==> config.mk <==
export PLATFORM = sky130hd
export DESIGN_NAME = mcc_ctrl
export DESIGN_NICKNAME = d
export VERILOG_FILES = /design/src/hw/rtl/assert_macros.svh /design/src/hw/rtl/mcc_pkg.sv /design/src/hw/rtl/mcc_ctrl.sv
export SDC_FILE = /design/constraint.sdc
export NUM_CORES = 1
export LEC_CHECK = 0
export BUFFER_PORTS_ARGS = -buffer_cell sky130_fd_sc_hd__buf_4
export CORE_AREA = 2 2 39 41
export CTS_CLUSTER_DIAMETER = 50
export DETAILED_ROUTE_END_ITERATION = 7
export DIE_AREA = 0 0 41 43
export GPL_ROUTABILITY_DRIVEN = 0
export PLACE_DENSITY = 0.53
export RECOVER_POWER = 25
export SLEW_MARGIN = 0
export SYNTH_ARGS = -nofsm -noshare
export SYNTH_HDL_FRONTEND = slang
export SYNTH_SLANG_ARGS = --single-unit
==> constraint.sdc <==
create_clock -name clk -period 1.3 [get_ports clk]
set_clock_uncertainty 0.05 [all_clocks]
set_input_delay 0.26 -clock clk [delete_from_list [all_inputs] [get_ports clk]]
set_output_delay 0.26 -clock clk [all_outputs]
set_load 0.03 [all_outputs]
==> src/hw/rtl/assert_macros.svh <==
// Assertion helpers for the RTL file that checks its own behaviour.
`ifndef ASSERT_MACROS_SVH
`define ASSERT_MACROS_SVH

// Clocked check that is switched off while reset is held.
`define MCC_ASSERT(label, prop, msg) \
  label: assert property (@(posedge clk) disable iff (!rst_n) prop) else $error(msg);

// Clocked check that also holds during reset.
`define MCC_ASSERT_ALWAYS(label, prop, msg) \
  label: assert property (@(posedge clk) prop) else $error(msg);

`endif

==> src/hw/rtl/mcc_pkg.sv <==
package mcc_pkg;

  localparam int MAX_COINS  = 16;
  localparam int MAX_TARGET = 1023;

  localparam int VALUE_W    = 10;
  localparam int ANSWER_W   = 10;
  localparam int COST_W     = 11;
  localparam int COIN_CNT_W = $clog2(MAX_COINS + 1);
  localparam int COIN_IDX_W = (MAX_COINS > 1) ? $clog2(MAX_COINS) : 1;
  localparam int TABLE_DEPTH = MAX_TARGET + 1;
  localparam int ADDR_W     = $clog2(TABLE_DEPTH);

  localparam int IN_DATA_W  = 24;
  localparam int OUT_DATA_W = 16;

  localparam logic [COST_W-1:0] UNREACHABLE = {COST_W{1'b1}};

  typedef enum logic [1:0] {
    CMD_CLEAR = 2'd0,
    CMD_ADD   = 2'd1,
    CMD_QUERY = 2'd2
  } command_t;

  typedef enum logic [2:0] {
    ST_IDLE,
    ST_INIT,
    ST_FILL,
    ST_WRITE,
    ST_DONE
  } state_t;

  // Controller to datapath.
  typedef struct packed {
    logic clear_coins;
    logic add_coin;
    logic load_query;
    logic start_fill;
    logic issue;
    logic write_entry;
    logic emit;
  } ctrl_t;

  // Datapath to controller.
  typedef struct packed {
    logic k_done;
    logic s_last;
    logic target_skip;
    logic out_free;
  } status_t;

endpackage

==> src/hw/rtl/mcc_ctrl.sv <==
module mcc_ctrl (
  input  logic               clk,
  input  logic               rst_n,
  input  logic               in_valid,
  input  logic [1:0]         in_command,
  input  mcc_pkg::status_t   status,
  output logic               in_ready,
  output mcc_pkg::ctrl_t     ctrl
);

  mcc_pkg::state_t state_r;
  mcc_pkg::state_t state_nxt;

  always_ff @(posedge clk) begin
    if (!rst_n) begin
      state_r <= mcc_pkg::ST_IDLE;
    end else begin
      state_r <= state_nxt;
    end
  end

  always_comb begin
    state_nxt = state_r;
    ctrl      = '0;
    in_ready  = 1'b0;
    unique case (state_r)
      mcc_pkg::ST_IDLE: begin
        in_ready = 1'b1;
        if (in_valid) begin
          unique case (mcc_pkg::command_t'(in_command))
            mcc_pkg::CMD_CLEAR: ctrl.clear_coins = 1'b1;
            mcc_pkg::CMD_ADD:   ctrl.add_coin = 1'b1;
            mcc_pkg::CMD_QUERY: begin
              ctrl.load_query = 1'b1;
              state_nxt       = mcc_pkg::ST_INIT;
            end
            default: ;
          endcase
        end
      end
      mcc_pkg::ST_INIT: begin
        ctrl.start_fill = 1'b1;
        state_nxt = status.target_skip ? mcc_pkg::ST_DONE : mcc_pkg::ST_FILL;
      end
      mcc_pkg::ST_FILL: begin
        if (status.k_done) begin
          state_nxt = mcc_pkg::ST_WRITE;
        end else begin
          ctrl.issue = 1'b1;
        end
      end
      mcc_pkg::ST_WRITE: begin
        ctrl.write_entry = 1'b1;
        state_nxt = status.s_last ? mcc_pkg::ST_DONE : mcc_pkg::ST_FILL;
      end
      mcc_pkg::ST_DONE: begin
        if (status.out_free) begin
          ctrl.emit = 1'b1;
          state_nxt = mcc_pkg::ST_IDLE;
        end
      end
      default: state_nxt = mcc_pkg::ST_IDLE;
    endcase
  end

endmodule

==> out/results.tsv <==
metric	value	unit
cts_sinks	3	
clockBufferDepth	2	
grt_max_degree	12	
r2r_start	state_r[1]	
final_common_cell	buf_4	
largest_register_ffs	3	
synth-xor-area-share	0	
regToRegSetupSlack	-0.02	ns
pwr_density_cell	669.0	nW/um^2
syn_avg_cell_area	9.268	sq um
yosysUniqueCellTypes	23	
reg2reg_to	state_r[2]	
reg2regPathDepth	3	
peakVddDrop	0.0003067	V
drc	0	
min_to	state_r[1]	
grt_pass1_wl	1.097	mm
die_w	41	um
stdcell_count	66	
violations	setup timing	
dp.cells	60	
end_kind	output pin	
arrival	1.36	ns
hpwl	516.2	um
min-delay-start	status[1]	
largest_register	state_r	
drt-wirelength-per-cell	11.71	um
dp_slack	-0.1379	ns
synthSimpleGateAreaFrac	0.5150	
synth_compound_area_frac	0.1300	
yosysSeqAreaShare	0.2400	
drtAntennaViolNets	0	
root_buffer	clkbuf_4	
totalWireLength	773	um
rsz0062_at_grt	true	
detail_route.vias_per_cell	4.652	
synth_warnings	0	
fp.dieArea	1763	sq um
fin_ws	-0.3703	ns
fin_crit	1.670	ns
synthCells	27	
crit_required	0.99	ns
synthMuxAreaShare	0	
drtIter0Drc	1	
core-area	1384	sq um
setup_viol	9	
die-height	43	um
synthAdderAreaFrac	0	
p_leak	0.2240	nW
grt_overflow	0	
syn_area	250.2	sq um
antenna_found_initial	0	
clock_latency	0.23	ns
vias	307	
synth_top_family_by_area	simple AND/OR/NAND/NOR gates	
place.port_buffers	16	
synth_seq_cells	3	
layout_common_cells	buf_4, buf_6, clkbuf_4, dfxtp_2	
hold_path_depth	3	
track_usage	0.1024	
slew_headroom	0.8382	
area_growth	118.0	%
cp-start-kind	flop	
finalHoldViolations	0	
fin_nets	60	
min_path_type	in -> reg	
h-tree-depth	1	
initial_core_util	0.1808	
regArea	63.81	sq um
antenna_cells	0	
multi_input_area	232.7	sq um
boundaryPins	17	
rows	14	
clkTransAtPathRegs	0.03	ns
path_class	reg -> out	
critPathMaxFanout	3	
timing.fmax	0.5987	GHz
worst_slew_pin_slew	0.2422	ns
cts_made_buffers	3	
grt_pass1_vias	276	
tritoncts	built	
n_fill_cell	148	
drive_above_1_share	0.7800	
syn_nets	36	
fin_crit_sh	1.285	
drt_pass1_iterations	4	
top_regs	state_r: 3 flops	
outcome	finished with violations	
drv_cap	0	
drv_slew	0	
==> worst max path at each step <==
stage	from	to	slack (ns)	cells after the start
6_report	state_r[1]	ctrl[5]	-0.37	4
5_1_grt	state_r[1]	ctrl[5]	-0.41	4
4_1_cts	state_r[1]	ctrl[5]	-0.38	4
3_5_place_dp	state_r[1]	ctrl[5]	-0.14	4
3_3_place_gp	state_r[1]	ctrl[5]	-0.13	4
2_1_floorplan	state_r[2]	ctrl[4]	-0.27	3
==> final cells by class <==
| class | instances | share of cell area |
|---|---|---|
| clock buffers | 4 | 0.04817 |
| inverters | 2 | 0.01835 |
| repair buffers | 22 | 0.3532 |
| flip-flops and latches | 3 | 0.1170 |
| multi-input cells | 19 | 0.4266 |
| well taps | 16 | 0.03670 |
==> critical path, stage by stage, from the launching register on <==
cell and delay (ns):
dfxtp_2 0.31, or3_4 0.42, inv_4 0.06, and4b_2 0.21
buf_6 0.13
==> where the power goes <==
group / switching [mW] / internal [mW]
Sequential: 0.00155 / 0.0955
Combinational: 0.0512 / 0.0576
Clock: 0.0444 / 0.115
Total: 0.0971 / 0.268
==> metal layers <==
layer / vias up / part of all wire / track usage
met1: 136 / 0.40 / 0.1029
met3: 2 / 0.11 / 0.04188
met4: 0 / 0.027 / 0.1400
li1: 151 / - / -
met2: 18 / 0.46 / 0.1281
met5: - / 0 / 0
==> logic make-up after synthesis <==
| kind of cell | Yosys count |
|---|---|
| flip-flops | 3 |
| buffers and inverters | 5 |
| AND/OR/NAND/NOR | 15 |
| AO/OA/AOI/OAI | 4 |
==> timing repair <==
item                       4_1_cts  5_1_grt
resized for setup                7       12
hold buffers                     0        0
pin swaps                        2        7
cloned                           0        1
setup endpoints to repair        8       10
setup buffers                    2        2
==> cells in the mapped netlist <==
| cell | n | share of area |
|---|---|---|
| and4b_1 | 1 | 0.040 |
| a31oi_1 | 1 | 0.025 |
| a2111oi_0 | 1 | 0.035 |
| a21bo_2 | 1 | 0.040 |
| and3b_1 | 1 | 0.035 |
| nor4b_1 | 1 | 0.035 |
| inv_2 | 1 | 0.015 |
| nand4bb_1 | 1 | 0.045 |
| buf_2 | 2 | 0.040 |
| nand4b_1 | 1 | 0.035 |
| nor4bb_1 | 1 | 0.040 |
| nor3b_1 | 1 | 0.030 |
| or3_1 | 1 | 0.025 |
| or3b_1 | 1 | 0.035 |
| nor3_1 | 1 | 0.020 |
| dfxtp_1 | 3 | 0.24 |
| buf_6 | 1 | 0.045 |
| or4b_1 | 1 | 0.040 |
| nand2_1 | 2 | 0.030 |
| nor4b_2 | 1 | 0.060 |
| inv_1 | 1 | 0.015 |
| a211oi_1 | 1 | 0.030 |
| or4bb_1 | 1 | 0.045 |
==> through the flow <==
step	total power [mW]	utilization	setup TNS [ns]	hold WS, ns	instance area (sq um)
3_3_place_gp	0.1897	0.3137	-0.3022	0.5044	434.2
5_1_grt	0.3918	0.3942	-2.077	0.2577	545.5
4_1_cts	0.3750	0.3653	-1.841	0.2441	505.5
2_1_floorplan	0.1466	-	-1.295	0.3575	291.5
6_report	0.3650	0.3942	-1.673	0.2605	545.5
3_5_place_dp	0.1904	0.3137	-0.3346	0.4964	434.2
Note: power is estimated with default switching activity, not from simulation.
